<file path="config.mk">
export PLATFORM = sky130hd
export DESIGN_NAME = grapheme_cluster_boundary
export DESIGN_NICKNAME = d
export VERILOG_FILES = /design/src/rtl/gcb_pkg.sv /design/src/rtl/gcb_rules.sv /design/src/rtl/grapheme_cluster_boundary.sv
export SDC_FILE = /design/constraint.sdc
export NUM_CORES = 1
export LEC_CHECK = 0
export BUFFER_PORTS_ARGS = -buffer_cell sky130_fd_sc_hd__buf_2
export CAP_MARGIN = 20
export CORE_MARGIN = 2
export CORE_UTILIZATION = 30
export CTS_CLUSTER_DIAMETER = 40
export DETAILED_ROUTE_END_ITERATION = 10
export SLEW_MARGIN = 20
export SYNTH_ARGS = -nofsm -noshare
export SYNTH_HDL_FRONTEND = slang
export SYNTH_SLANG_ARGS = --single-unit
</file>
<file path="constraint.sdc">
create_clock -name aclk -period 3.4 [get_ports aclk]
set_input_delay 0.68 -clock aclk [delete_from_list [all_inputs] [get_ports aclk]]
set_output_delay 0.68 -clock aclk [all_outputs]
set_load 0.01 [all_outputs]
</file>
<file path="src/rtl/gcb_pkg.sv">
package gcb_pkg;

    // grapheme break property codes
    localparam logic [3:0] CLS_OTHER   = 4'd0;
    localparam logic [3:0] CLS_CR      = 4'd1;
    localparam logic [3:0] CLS_LF      = 4'd2;
    localparam logic [3:0] CLS_CONTROL = 4'd3;
    localparam logic [3:0] CLS_EXTEND  = 4'd4;
    localparam logic [3:0] CLS_ZWJ     = 4'd5;
    localparam logic [3:0] CLS_RI      = 4'd6;
    localparam logic [3:0] CLS_PREPEND = 4'd7;
    localparam logic [3:0] CLS_SPACING = 4'd8;
    localparam logic [3:0] CLS_L       = 4'd9;
    localparam logic [3:0] CLS_V       = 4'd10;
    localparam logic [3:0] CLS_T       = 4'd11;
    localparam logic [3:0] CLS_LV      = 4'd12;
    localparam logic [3:0] CLS_LVT     = 4'd13;

    // utf-8 lead byte thresholds
    localparam logic [7:0] LEAD_2BYTE = 8'h80;
    localparam logic [7:0] LEAD_3BYTE = 8'hE0;
    localparam logic [7:0] LEAD_4BYTE = 8'hF0;

    localparam logic [31:0] COUNT_MAX = 32'hFFFF_FFFF;
    localparam logic [15:0] BYTES_MAX = 16'hFFFF;

    typedef struct packed {
        logic [7:0] lead_byte;
        logic [3:0] break_class;
        logic       is_pictographic;
        logic       new_text;
    } gcb_item_t;

    typedef struct packed {
        logic [3:0]  prev_class;
        logic        seen_pict_seq;
        logic        ri_odd;
        logic [31:0] clusters_seen;
        logic [15:0] bytes_in_cluster;
        logic        text_open;
    } gcb_state_t;

endpackage

</file>
<file path="src/rtl/gcb_rules.sv">
module gcb_rules import gcb_pkg::*; (
    input  gcb_item_t  item,
    input  gcb_state_t state,
    output logic       brk,
    output gcb_state_t state_next
);

    logic [3:0]  cur;
    logic [2:0]  len;
    logic        start;
    logic        prev_ctl;
    logic        cur_ctl;
    logic        rule_brk;
    logic [16:0] bytes_sum;

    assign cur      = (item.break_class > CLS_LVT) ? CLS_OTHER : item.break_class;
    assign start    = item.new_text || !state.text_open;
    assign prev_ctl = (state.prev_class == CLS_CR) || (state.prev_class == CLS_LF)
                   || (state.prev_class == CLS_CONTROL);
    assign cur_ctl  = (cur == CLS_CR) || (cur == CLS_LF) || (cur == CLS_CONTROL);

    always_comb begin
        if (item.lead_byte < LEAD_2BYTE) begin
            len = 3'd1;
        end else if (item.lead_byte < LEAD_3BYTE) begin
            len = 3'd2;
        end else if (item.lead_byte < LEAD_4BYTE) begin
            len = 3'd3;
        end else begin
            len = 3'd4;
        end
    end

    // gb3 to gb999, first matching rule wins
    always_comb begin
        priority if (state.prev_class == CLS_CR && cur == CLS_LF) begin
            rule_brk = 1'b0;
        end else if (prev_ctl || cur_ctl) begin
            rule_brk = 1'b1;
        end else if (state.prev_class == CLS_L && (cur == CLS_L || cur == CLS_V
                     || cur == CLS_LV || cur == CLS_LVT)) begin
            rule_brk = 1'b0;
        end else if ((state.prev_class == CLS_LV || state.prev_class == CLS_V)
                     && (cur == CLS_V || cur == CLS_T)) begin
            rule_brk = 1'b0;
        end else if ((state.prev_class == CLS_LVT || state.prev_class == CLS_T)
                     && cur == CLS_T) begin
            rule_brk = 1'b0;
        end else if (cur == CLS_EXTEND || cur == CLS_ZWJ || cur == CLS_SPACING) begin
            rule_brk = 1'b0;
        end else if (state.prev_class == CLS_PREPEND) begin
            rule_brk = 1'b0;
        end else if (state.seen_pict_seq && state.prev_class == CLS_ZWJ
                     && item.is_pictographic) begin
            rule_brk = 1'b0;
        end else if (cur == CLS_RI && state.prev_class == CLS_RI && state.ri_odd) begin
            rule_brk = 1'b0;
        end else begin
            rule_brk = 1'b1;
        end
    end

    assign brk       = start || rule_brk;
    assign bytes_sum = {1'b0, state.bytes_in_cluster} + {14'd0, len};

    always_comb begin
        state_next            = state;
        state_next.text_open  = 1'b1;
        state_next.prev_class = cur;

        // emoji zwj sequence tracking
        if (item.is_pictographic) begin
            state_next.seen_pict_seq = 1'b1;
        end else if (brk) begin
            state_next.seen_pict_seq = 1'b0;
        end else if (cur == CLS_EXTEND) begin
            state_next.seen_pict_seq = state.seen_pict_seq;
        end else if (cur == CLS_ZWJ && state.prev_class != CLS_ZWJ) begin
            state_next.seen_pict_seq = state.seen_pict_seq;
        end else begin
            state_next.seen_pict_seq = 1'b0;
        end

        // regional indicator run parity
        if (cur != CLS_RI) begin
            state_next.ri_odd = 1'b0;
        end else if (!start && state.prev_class == CLS_RI) begin
            state_next.ri_odd = !state.ri_odd;
        end else begin
            state_next.ri_odd = 1'b1;
        end

        if (start) begin
            state_next.clusters_seen = 32'd1;
        end else if (brk && state.clusters_seen != COUNT_MAX) begin
            state_next.clusters_seen = state.clusters_seen + 32'd1;
        end else begin
            state_next.clusters_seen = state.clusters_seen;
        end

        if (brk) begin
            state_next.bytes_in_cluster = {13'd0, len};
        end else if (bytes_sum[16]) begin
            state_next.bytes_in_cluster = BYTES_MAX;
        end else begin
            state_next.bytes_in_cluster = bytes_sum[15:0];
        end
    end

endmodule

</file>
<file path="src/rtl/grapheme_cluster_boundary.sv">
// grapheme cluster boundary detector, one code point per transfer
//
// input channel s_*: utf-8 lead byte, grapheme break class, extended
// pictographic flag and a new-text mark for one code point
// result channel m_*: break-before flag, clusters begun so far in the text
// and byte length of the current cluster, both saturating
//
// a code point taken on s_* lands in the input register, and its result is
// loaded into the output register once that register is empty or drained
// throughput: one code point per cycle while the receiver keeps m_ready
// high, set by the single pass through the rule logic between the input
// register and the output register
//
// reset (aresetn low, synchronous) empties both registers and clears the
// text state; the first code point after reset starts a new text
// when the receiver stalls, the output register holds its result and the
// input register can still take one more code point; s_ready then drops
// until the output is taken
module grapheme_cluster_boundary import gcb_pkg::*; (
    input  logic        aclk,
    input  logic        aresetn,

    input  logic        s_valid,
    output logic        s_ready,
    input  logic [7:0]  s_lead_byte,
    input  logic [3:0]  s_break_class,
    input  logic        s_is_pictographic,
    input  logic        s_new_text,

    output logic        m_valid,
    input  logic        m_ready,
    output logic        m_break_before,
    output logic [31:0] m_cluster_count,
    output logic [15:0] m_cluster_bytes
);

    gcb_item_t  item_reg;
    logic       in_valid_reg;
    gcb_state_t state_reg;
    gcb_state_t state_next;
    logic       brk;
    logic       out_valid_reg;
    logic       out_brk_reg;
    logic [31:0] out_count_reg;
    logic [15:0] out_bytes_reg;
    logic       advance;
    logic       s_take;

    // input stage moves on when the output register is empty or being drained
    assign advance = in_valid_reg && (!out_valid_reg || m_ready);
    assign s_ready = !in_valid_reg || advance;
    assign s_take  = s_valid && s_ready;

    gcb_rules u_rules (
        .item       (item_reg),
        .state      (state_reg),
        .brk        (brk),
        .state_next (state_next)
    );

    // input register
    always_ff @(posedge aclk) begin
        if (!aresetn) begin
            in_valid_reg <= 1'b0;
        end else if (s_ready) begin
            in_valid_reg <= s_valid;
        end
        if (s_take) begin
            item_reg.lead_byte       <= s_lead_byte;
            item_reg.break_class     <= s_break_class;
            item_reg.is_pictographic <= s_is_pictographic;
            item_reg.new_text        <= s_new_text;
        end
    end

    // text state, updated once per code point as it leaves the input stage
    always_ff @(posedge aclk) begin
        if (!aresetn) begin
            state_reg <= '0;
        end else if (advance) begin
            state_reg <= state_next;
        end
    end

    // output register
    always_ff @(posedge aclk) begin
        if (!aresetn) begin
            out_valid_reg <= 1'b0;
        end else if (advance) begin
            out_valid_reg <= 1'b1;
        end else if (m_ready) begin
            out_valid_reg <= 1'b0;
        end
        if (advance) begin
            out_brk_reg   <= brk;
            out_count_reg <= state_next.clusters_seen;
            out_bytes_reg <= state_next.bytes_in_cluster;
        end
    end

    assign m_valid         = out_valid_reg;
    assign m_break_before  = out_brk_reg;
    assign m_cluster_count = out_count_reg;
    assign m_cluster_bytes = out_bytes_reg;

    // a cluster that has just begun holds only the one code point
    a_break_len: assert property (@(posedge aclk) disable iff (!aresetn)
        (m_valid && m_break_before) |->
            (m_cluster_bytes != 16'd0 && m_cluster_bytes <= 16'd4))
        else $error("cluster length wrong at a break");

    // both stages full and receiver stalled: no room for another code point
    a_full_stall: assert property (@(posedge aclk) disable iff (!aresetn)
        (in_valid_reg && out_valid_reg && !m_ready) |-> !s_ready)
        else $error("input accepted with both stages full");

    // every result belongs to an open text with at least one cluster
    a_text_open: assert property (@(posedge aclk) disable iff (!aresetn)
        m_valid |-> (state_reg.text_open && m_cluster_count != 32'd0))
        else $error("result without an open text");

    // the rule stage never drops a code point: an advance always yields a result
    a_advance: assert property (@(posedge aclk) disable iff (!aresetn)
        advance |=> m_valid)
        else $error("result lost after advance");

endmodule
</file>
==> impl_results.md, run 1 <==
* Status: finished, final reports clean
* Netlist cell types at 60
* Vias in the first global route at 4434
* Reg2reg start: item_reg[10]
* Wire length per cell at roughly 15 um
* Slowest stage cell, crit path: or3_1
* Mapped Area at 5848 um2
* Clk slew on worst S/H paths at 60 ps
* Reg-to-reg critical path endpoint: state_reg[1]
* DR vias/cell at slightly above 5
* CTS tree: done
* Gr usage total at 14.30%
* Crit end category: flop
* Syn Area/Cell at ~9.5 um2
* Synth top area share at 30.30%
* Post-CTS Hold Buffers at 0
* Worst-Skew Late Latency at 420 ps
* Pleak at 2.279 nW
* R2R cell count at 10
* IO Count at 69
* Post-CTS setup buffer count at 0
* WHS Path Cells at 1
* Synth cell count leaders: nand2_1 (65), edfxtp_1 (59), dfxtp_1 (57), a21oi_1 (55), nor2_1 (49)
* DRC at 0
* Area growth syn-to-layout at 19.66%
* Initial antenna violation count at 0
* Post-layout min period at just under 3000 ps
* Hold_sp: s_break_class[1]
* Synth warnings at 0
* Synth area leaders: edfxtp_1 (30%), dfxtp_1 (20%), xor2_1 (4.8%)
* WL final at between 10000 and 15000 um
* Largest register FFs at 55
* Die area at 20630 um2
* Worst path bufs/invs at 1
* Register area share after synthesis at 49.81%
* Initial Utilization at 30.35%
* Final ANT Viol Nets at 0
* Setup Skew at 11.07 ps
* # setup viols final at 0
* Number of synthesized flops with an enable pin at 59
* Clock Path Buffers at 2
* CP cell instances: o21ai_0, ha_1, inv_1, fa_1, nor2b_1, o21bai_1, or3_1, nor3b_1, a21oi_1, o2bb2ai_1
* Maximum level of the CTS H-tree at 4
* Synth async-reset ratio at 0%
* Clk sink count at 116
* # rows at 51
* Total Nets Final at around 690
* Die height at about 140 um
* Core footprint at 19270 um2
* TNS Setup at 0 ps
* First-pass GRT wire length at 23340 um
* Relative slew slack at a little over 40%
* Antenna cell count at 0
* Critical Path RT at between 3000 and 4000 ps
* Post-cts sizing count at 0
* IO Port Bufs at 64
* Gpl congestion at 0.8122
* CP peak stage delay at 600 ps
* RSZ-0062 raised after global routing: no
* Max-Cap Viols at 0
* Syn nets at 637
* Max Fanout on Critical Path at 14
* Top-count cell post-synth: nand2_1
* Fmax at approximately 340 MHz
* R2R setup slack at approximately 480 ps
* CTS Buf Count at 17
* Class of the worst hold path: in2reg
* DRT Pass-1 Iters at 5
* Largest net degree at the start of global routing at 48
* Fin area at 6998 um2
* Crit path kind: reg2reg
* Cell type with the largest total area after synthesis: edfxtp_1
* WHS at roughly 430 ps
* Seq cells post-synth at 116
* DR iter-0 viols at 367
* Final period utilization at between 80% and 90%
* Slew @ Worst Pin at 875.2 ps
* Cells after Synth at 614
* Worst EP arrival at 3270 ps
* Die X at 143.6 um
* Max Transition Viols Final at 0
* Startpoint types: flop
* Max rail drop VDD at 0.0003287 V
* Hold EP: item_reg[3]
* Primary FF master, synth: edfxtp_1
* Critical path's top delay family: simple AND/OR/NAND/NOR gates
* Grt total ovfl at 0
* PD cells at 495.3 nW/um2
* Clock root buffer: clkbuf_16
* Post-DP HPWL at 8715 um
* Placed Area at 6405 um2
* Layout cells sized above 1 at 18.29%
* Via count at approximately 4800
* Hold Vio Cnt, Final at 0
==> layer usage <==
metal	part of all wire (%)	wire, um	track usage (%)
met5	0	0	0
met4	1.4	193	4.850
met3	4.7	656	3.565
met2	44	6175	21.33
met1	50	6948	20.18
==> placed cells by master (no fill, tap or decap), drive strengths merged, types with 8 or more instances in the layout <==
master  Yosys  final
buf        15     79
nand2      65     65
edfxtp     59     59
dfxtp      57     57
a21oi      56     56
nor2       49     49
xor2       32     32
nand3      30     30
clkbuf     32     22
or3        20     20
o21ai      20     20
nand4      20     20
o311ai     13     13
and3       10     10
a31oi      10     10
o31ai       9      9
nand2b      8      8
inv         7      8
==> stage by stage <==
| step | std cells | utilization (%) | power, W | setup WS [ps] |
|---|---|---|---|---|
| 3_3_place_gp | 911 | 33.24 | 0.001731 | 544.1 |
| 3_5_place_dp | 911 | 33.24 | 0.001733 | 510.2 |
| 4_1_cts | 943 | 36.31 | 0.003505 | 487.0 |
| 5_1_grt | 943 | 36.31 | 0.003586 | 192.2 |
| 2_1_floorplan | 614 | - | 0.001665 | 379.4 |
| 6_report | 943 | 36.31 | 0.003466 | 484.7 |
==> worst max path at each step <==
| stage | start | to | slack (ps) | depth (start not counted) |
|---|---|---|---|---|
| floorplan | m_ready | m_break_before | 380 | 4 |
| global placement | item_reg[11] | state_reg[1] | 540 | 11 |
| detailed placement | item_reg[10] | state_reg[1] | 510 | 10 |
| CTS | item_reg[10] | state_reg[1] | 490 | 10 |
| global route | item_reg[12] | state_reg[1] | 190 | 11 |
| finish | item_reg[10] | state_reg[1] | 480 | 10 |
==> layout make-up <==
type                       count  area, um2
tap                          265      331.6
fill                        2013      12270
inverter                       8      30.03
sequential                   116       2913
timing repair buffer          79      432.9
clock inverter                10      98.84
multi-input combinational    443       2698
clock buffer                  22      494.2
==> report_power, final <==
part	internal [W]	total, W	leakage, nW	switching [W]
Combinational	0.0000541	0.000167	1.00	0.000113
Clock	0.00110	0.00177	0.277	0.000664
Sequential	0.00151	0.00153	0.998	0.0000236
==> cell families (layout without fill, tap and decap cells) <==
kind of cell | count (synthesis) | after routing | synth area share [%]
AOI/OAI and AO/OA | 149 | 149 | 16.67
DFF | 116 | 116 | 49.81
and+or+nand+nor | 250 | 250 | 22.38
buffers and inverters | 55 | 119 | 4.065
xor gates and xnor gates | 38 | 38 | 5.691
adders and majority gates | 5 | 5 | 1.198
muxes | 1 | 1 | 0.1925
==> worst register-to-register path: cells and delay by family, from the launching register on <==
kind | cells | cell delay (ps)
AO/OA/AOI/OAI | 4 | 730
adder cells (fa/ha/maj) | 2 | 590
buffers and inverters | 1 | 50
flip-flops | 1 | 370
AND/OR/NAND/NOR | 3 | 1110
No activity file was read; power rests on OpenSTA's default activity.
==> inputs of run 2 (changes only) <==
--- a/config.mk
+++ b/config.mk
@@ -5,12 +5,13 @@
 export SDC_FILE = /design/constraint.sdc
 export NUM_CORES = 1
 export LEC_CHECK = 0
-export BUFFER_PORTS_ARGS = -buffer_cell sky130_fd_sc_hd__buf_2
 export CAP_MARGIN = 20
 export CORE_MARGIN = 2
 export CORE_UTILIZATION = 30
 export CTS_CLUSTER_DIAMETER = 40
 export DETAILED_ROUTE_END_ITERATION = 10
+export DONT_BUFFER_PORTS = 1
+export GPL_TIMING_DRIVEN = 0
 export SLEW_MARGIN = 20
 export SYNTH_ARGS = -nofsm -noshare
 export SYNTH_HDL_FRONTEND = slang
==> run 2 against run 1 <==
  * Maximum frequency down 8.2%
  * Final cell count down 3.3%
  * Setup slack worse by 260 ps
  * Critical path type unchanged
  * Hold slack worse by 84 ps
  * Clock skew down 3.4 ps
  * Sequential power about the same
  * Combinational power down 14%
  * Critical path depth down 1
  * Power up 6.1%
  * Clock power up 12%
==> impl_results.md, run 2 (synthesized netlist as in run 1, its figures left out) <==
* Sequential share of power at 42.0% (-2.2 points)
* CTS tree: done
* CTS Buf Count at 17 (unchanged)
* R2R setup slack at 220 ps (-260 ps)
* WHS at 346.0 ps (-83.90 ps)
* Layout cells sized above 1 at 9.428% (-8.9 points)
* DRT Pass-1 Iters at 5 (unchanged)
* Clk sink count at 116 (unchanged)
* Hold EP: item_reg[3]
* R2R cell count at 9 (-1)
* Sequential Area at 2913 um2 (unchanged)
* Status: finished, final reports clean
* Clock root buffer: clkbuf_16
* Gpl congestion at 0.8916 (+9.8%)
* Critical Path Stages at 9 (-1)
* Reg-to-reg critical path endpoint: m_cluster_count[2]
* WL final at 15540 um (+11%)
* Crit path top cell by count: nand3_1
* Largest net degree at the start of global routing at 32 (-33%)
* Sw Share at 21.96% (-1.1 points)
* Overall power at 0.003676 W (+6.1%)
* Post-DP HPWL at 10580 um (+21%)
* Die area at 20630 um2 (unchanged)
* Internal power at 0.002869 W (+7.6%)
* Maximum level of the CTS H-tree at 4 (unchanged)
* Logic pwr share at 3.9% (-0.9 points)
* Relative slew slack at 54.16% (+13 points)
* Most frequent cells in the layout: nand2_1 (65), edfxtp_1 (59), dfxtp_1 (57)
* Hold_sp: s_break_class[1]
* Die height at 143.6 um (unchanged)
* # rows at 51 (unchanged)
* DR iter-0 viols at 426 (+16%)
* Vias in the first global route at 4491 (+1.3%)
* Critical Path RT at 3560 ps (-190 ps)
* CP peak stage delay at 640 ps (+40 ps)
* Slowest stage cell, crit path: nor4_4
* Worst path bufs/invs at 2 (+1)
* Worst EP arrival at 3340 ps (+70 ps)
* Hold Vio Cnt, Final at 0 (unchanged)
* Crit end category: flop
* Multi-input gate area at 2705 um2 (+0.28%)
* Startpoint types: flop
* Slew @ Worst Pin at 687.5 ps (-187.6 ps)
* Via count at 4819 (+0.52%)
* Setup Skew at 7.710 ps (-3.358 ps)
* DRC at 0 (unchanged)
* TNS Setup at 0 ps (unchanged)
* Area growth syn-to-layout at 17.31%
* Final ANT Viol Nets at 0 (unchanged)
* Clock network fraction of total power at 54.1% (+3.2 points)
* Antenna cell count at 0 (unchanged)
* Class of the worst hold path: in2reg
* DR vias/cell at 5.284 (+3.9%)
* # setup viols final at 0 (unchanged)
* Final period utilization at 93.40% (+7.7 points)
* Max Fanout on Critical Path at 10 (-4)
* Max-Cap Viols at 0 (unchanged)
* Pleak at 2.103 nW (-7.7%)
* Initial Utilization at 30.35% (unchanged)
* WHS Path Cells at 0 (-1)
* Crit path kind: reg2reg
* Core footprint at 19270 um2 (unchanged)
* Post-layout min period at 3175 ps (+260.1 ps)
* Max rail drop VDD at 0.0003779 V (+15%)
* Psw at 0.0008074 W (+0.90%)
* Clk slew on worst S/H paths at 60 ps (about the same)
* Die X at 143.6 um (unchanged)
* Commonest non-fill, non-tap cell in the layout: nand2_1
* Post-CTS setup buffer count at 0 (unchanged)
* Initial antenna violation count at 0 (unchanged)
* CP cell instances: ha_1, nand3_1, nor4_4, nand3b_1, clkbuf_1, buf_2, nand3_1, xor2_1, nor2_1
* Gr usage total at 15.63% (+1.3 points)
* First-pass GRT wire length at 24600 um (+5.4%)
* Critical path's top delay family: simple AND/OR/NAND/NOR gates
* Clock Path Buffers at 2 (unchanged)
* Total Nets Final at 657 (-4.5%)
* Max Transition Viols Final at 0 (unchanged)
* Wire length per cell at 17.04 um (+15%)
* Final Util at 35.60% (-0.71 points)
* Reg2reg start: state_reg[17]
* Fmax at 314.9 MHz (-8.2%)
* Largest register FFs at 55 (unchanged)
* Grt total ovfl at 0 (unchanged)
* Fin area at 6860 um2 (-2.0%)
* Worst-Skew Late Latency at 430 ps (about the same)
* Filler Cell Count at 1979 (-1.7%)
* Placed Area at 6203 um2 (-3.1%)
* RSZ-0062 raised after global routing: yes
* PD cells at 535.9 nW/um2 (+8.2%)
* IO Port Bufs at 0 (-100%)
* IO Count at 69 (unchanged)
==> run 2: changes by cell type in the layout (fill, tap and decap cells not counted), sizes merged <==
cell,change
buf,-63
clkinv,-1
clkinvlp,-1
clkbuf,+30
bufinv,+4
==> run 2: area by class of cell <==
type	count	share of cell area [%]
repair buffers	1	0.2918
plain buffers	47	3.082
multi-input cells	443	39.43
flip-flops and latches	116	42.46
clock buffers	20	6.511
clock inverters	12	2.955
well taps	265	4.833
inverters	8	0.4377
==> run 2: how the worst max path moves through the flow <==
stage                             start            endpoint
after floorplan                 m_ready      m_break_before
after global placement          m_ready  m_cluster_count[0]
after detailed placement  state_reg[17]  m_cluster_count[2]
after CTS                 state_reg[17]  m_cluster_count[2]
after global routing       item_reg[10]        state_reg[7]
final                     state_reg[17]  m_cluster_count[2]
==> run 2: power groups by stage <==
| stage | Combinational [W] | Clock (W) | Sequential, W |
|---|---|---|---|
| 6_report | 0.000143 | 0.00199 | 0.00155 |
| 5_1_grt | 0.000159 | 0.00209 | 0.00155 |
| 4_1_cts | 0.000143 | 0.00202 | 0.00155 |
| 3_5_place_dp | 0.000143 | 0 | 0.00158 |
| 3_3_place_gp | 0.000137 | 0 | 0.00158 |
| 2_1_floorplan | 0.0000959 | 0 | 0.00157 |
==> run 2: per-stage QoR <==
stage	setup slack [ps]	std cells
6_report	224.5	912
5_1_grt	-5.381	912
4_1_cts	217.2	912
3_5_place_dp	225.0	880
3_3_place_gp	-610.8	879
2_1_floorplan	379.4	614
==> run 2: layer usage <==
metal / vias up / track usage [%] / routed length (um) / part of all wire, %
met5: - / 0 / 0 / 0
met2: 168 / 23.51 / 6884 / 44
met3: 20 / 4.499 / 988 / 6.4
met1: 2298 / 20.91 / 7379 / 47
met4: 0 / 6.760 / 290 / 1.9
li1: 2333 / - / - / -
==> run 2: repair_timing <==
action | in CTS | in global routing
resized for setup | 0 | 2
hold endpoints to repair | 0 | 0
hold buffers | 0 | 0
endpoints found under the setup margin | 0 | 1
==> inputs of run 3 (changes only) <==
--- a/config.mk
+++ b/config.mk
@@ -7,7 +7,7 @@
 export LEC_CHECK = 0
 export CAP_MARGIN = 20
 export CORE_MARGIN = 2
-export CORE_UTILIZATION = 30
+export CORE_UTILIZATION = 46
 export CTS_CLUSTER_DIAMETER = 40
 export DETAILED_ROUTE_END_ITERATION = 10
 export DONT_BUFFER_PORTS = 1
==> run 3 against run 2 <==
  * Clock power shrank 18%
  * Critical endpoint unchanged
  * Via count increased by 0.58%
  * Setup slack worse by 29 ps
  * Clock skew barely moved
  * Power is 9.4% lower
  * Routed wire length fell by 3.9%
  * Count of clock-buffer cells in the layout increased by 2
  * Largest cell class unchanged
  * Critical path depth stayed put
==> impl_results.md, run 3 (synthesized netlist as in run 1, its figures left out) <==
* Antenna cell count at 0 (unchanged)
* Maximum level of the CTS H-tree at 4 (unchanged)
* Critical Path RT at 3560 ps (about the same)
* Initial Utilization at 46.72% (+16 points)
* Hold EP: item_reg[1]
* # setup viols final at 0 (unchanged)
* Largest register FFs at 55 (unchanged)
* Sequential share of power at 46.4% (+4.4 points)
* # rows at 41 (-20%)
* Slowest stage cell, crit path: nor4_4
* TNS Setup at 0 ps (unchanged)
* Layout cells sized above 1 at 8.964% (-0.46 points)
* Fmax at 312.1 MHz (-0.90%)
* Reg-to-reg critical path endpoint: m_cluster_count[2]
* Gpl congestion at 0.8557 (-4.0%)
* Die height at 116.8 um (-19%)
* Filler Cell Count at 1188 (-40%)
* Slew @ Worst Pin at 689.3 ps (+1.715 ps)
* Sw Share at 22.43% (+0.47 points)
* Largest net degree at the start of global routing at 34 (+6.3%)
* Max Fanout on Critical Path at 10 (unchanged)
* Startpoint types: flop
* Max rail drop VDD at 0.0004107 V (+8.7%)
* Reg2reg start: state_reg[17]
* RSZ-0062 raised after global routing: no
* IO Count at 69 (unchanged)
* Max-Cap Viols at 0 (unchanged)
* Grt total ovfl at 0 (unchanged)
* Clock root buffer: clkbuf_16
* Clk sink count at 116 (unchanged)
* Total Nets Final at 657 (unchanged)
* Gr usage total at 23.04% (+7.4 points)
* Hold_sp: s_is_pictographic
* Overall power at 0.003330 W (-9.4%)
* WHS Path Cells at 0 (unchanged)
* CTS tree: done
* Post-CTS Hold Buffers at 0 (unchanged)
* Logic pwr share at 4.3% (+0.4 points)
* DRC at 0 (unchanged)
* Die area at 13630 um2 (-34%)
* Clock Path Buffers at 2 (unchanged)
* Clock network fraction of total power at 49.3% (-4.8 points)
* Core footprint at 12520 um2 (-35%)
* Initial antenna violation count at 0 (unchanged)
* Post-cts sizing count at 0 (unchanged)
* Setup Skew at 7.543 ps (-0.1673 ps)
* Final period utilization at 94.25% (+0.85 points)
* Max Transition Viols Final at 0 (unchanged)
* Non-filler instance count after layout at 819 (-10%)
* PD cells at 501.9 nW/um2 (-6.3%)
* Post-DP HPWL at 10070 um (-4.8%)
* Internal power at 0.002583 W (-10%)
* Met3 WL post-DR at 1061 um (+7.4%)
* Via count at 4847 (+0.58%)
* Uppermost layer routed: met4
* Critical path's top delay family: simple AND/OR/NAND/NOR gates
* Pleak at 2.070 nW (-1.6%)
* Hold Vio Cnt, Final at 0 (unchanged)
* Commonest non-fill, non-tap cell in the layout: nand2_1
* DRT Pass-1 Iters at 5 (unchanged)
* Wire length per cell at 18.24 um (+7.0%)
* WL met1 at 6286 um (-15%)
* Die X at 116.8 um (-19%)
* Crit end category: flop
* Post-layout min period at 3204 ps (+28.94 ps)
* DR iter-0 viols at 273 (-36%)
* WL met2 at 7196 um (+4.5%)
* Relative slew slack at 53.83% (-0.33 points)
* Psw at 0.0007469 W (-7.5%)
* Post-CTS setup buffer count at 0 (unchanged)
* Crit path kind: reg2reg
* R2R setup slack at 200 ps (-30 ps)
* CP cell instances: ha_1, nand3_1, nor4_4, nand3b_1, clkbuf_1, buf_2, nand3_1, xor2_1, nor2_1
* Clk slew on worst S/H paths at 50 ps (about the same)
* IO Port Bufs at 0 (unchanged)
* Worst EP arrival at 3360 ps (+20 ps)
* First-pass GRT wire length at 23900 um (-2.8%)
* Placed Instances at 787 (-11%)
* Status: finished, final reports clean
* Class of the worst hold path: in2reg
* Worst-Skew Late Latency at 420 ps (about the same)
* Vias in the first global route at 4621 (+2.9%)
* DR vias/cell at 5.918 (+12%)
* Most frequent cells in the layout: nand2_1 (65), edfxtp_1 (59), dfxtp_1 (57)
* CP peak stage delay at 610 ps (-30 ps)
* R2R cell count at 9 (unchanged)
* WL final at 14940 um (-3.9%)
* CTS Buf Count at 17 (unchanged)
* Final ANT Viol Nets at 0 (unchanged)
* Crit path top cell by count: nand3_1
* Area growth syn-to-layout at 13.46%
* Worst path bufs/invs at 2 (unchanged)
==> run 3: cell count changes in the layout (fill, tap and decap cells not counted), sizes merged <==
cell	previous run	this run
clkinv	3	8
bufinv	5	1
clkbuf	52	54
clkinvlp	4	2
inv	8	7
==> run 3: worst max-delay path by stage <==
stage                        from  slack [ps]                   to  depth (start not counted)
floorplan                 m_ready         380       m_break_before                          4
global placement          m_ready        -450  m_cluster_count[12]                          4
detailed placement  state_reg[17]         240   m_cluster_count[2]                          9
CTS                 state_reg[17]         240   m_cluster_count[2]                          9
global route         item_reg[10]          70         state_reg[6]                         11
finish              state_reg[17]         200   m_cluster_count[2]                          9
==> run 3: metrics by stage <==
step / setup slack (ps) / instance area [um2] / utilization [%] / hold slack [ps]
6_report: 195.6 / 6635 / 53.01 / 356.4
4_1_cts: 236.4 / 6635 / 53.01 / 341.9
5_1_grt: 66.99 / 6635 / 53.01 / 339.3
3_5_place_dp: 243.5 / 6087 / 48.63 / 457.6
3_3_place_gp: -454.2 / 6063 / 48.44 / 454.4
2_1_floorplan: 379.4 / 5848 / - / 446.2
==> run 3: power by group through the flow <==
stage | clock, W | combinational (W) | sequential, W
2_1_floorplan | 0 | 0.0000959 | 0.00157
3_3_place_gp | 0 | 0.000136 | 0.00158
3_5_place_dp | 0 | 0.000143 | 0.00157
4_1_cts | 0.00167 | 0.000143 | 0.00155
5_1_grt | 0.00174 | 0.000158 | 0.00155
6_report | 0.00164 | 0.000143 | 0.00155
==> run 3: layout make-up <==
cell class,instances,area (um2),area share [%]
Sequential cell,116,2913,43.90
Multi-Input combinational cell,443,2698,40.66
Clock buffer,22,464.2,6.996
Tap cell,172,215.2,3.243
Buffer,47,211.5,3.187
Clock inverter,10,83.83,1.263
Inverter,8,30.03,0.4526
Timing Repair Buffer,1,20.02,0.3017
==> run 3: metal layers <==
| metal | global-route usage (%) | vias up |
|---|---|---|
| li1 | - | 2326 |
| met1 | 28.47 | 2299 |
| met2 | 37.11 | 189 |
| met3 | 6.279 | 33 |
| met4 | 11.69 | 0 |
| met5 | 0 | - |
==> run 3: worst reg2reg max path: stages, from the launching register on <==
cell and delay [ps]:
dfxtp_1 450, ha_1 250, nand3_1 180, nor4_4 610, nand3b_1 330, clkbuf_1 350
buf_2 300, nand3_1 150, xor2_1 250, nor2_1 70
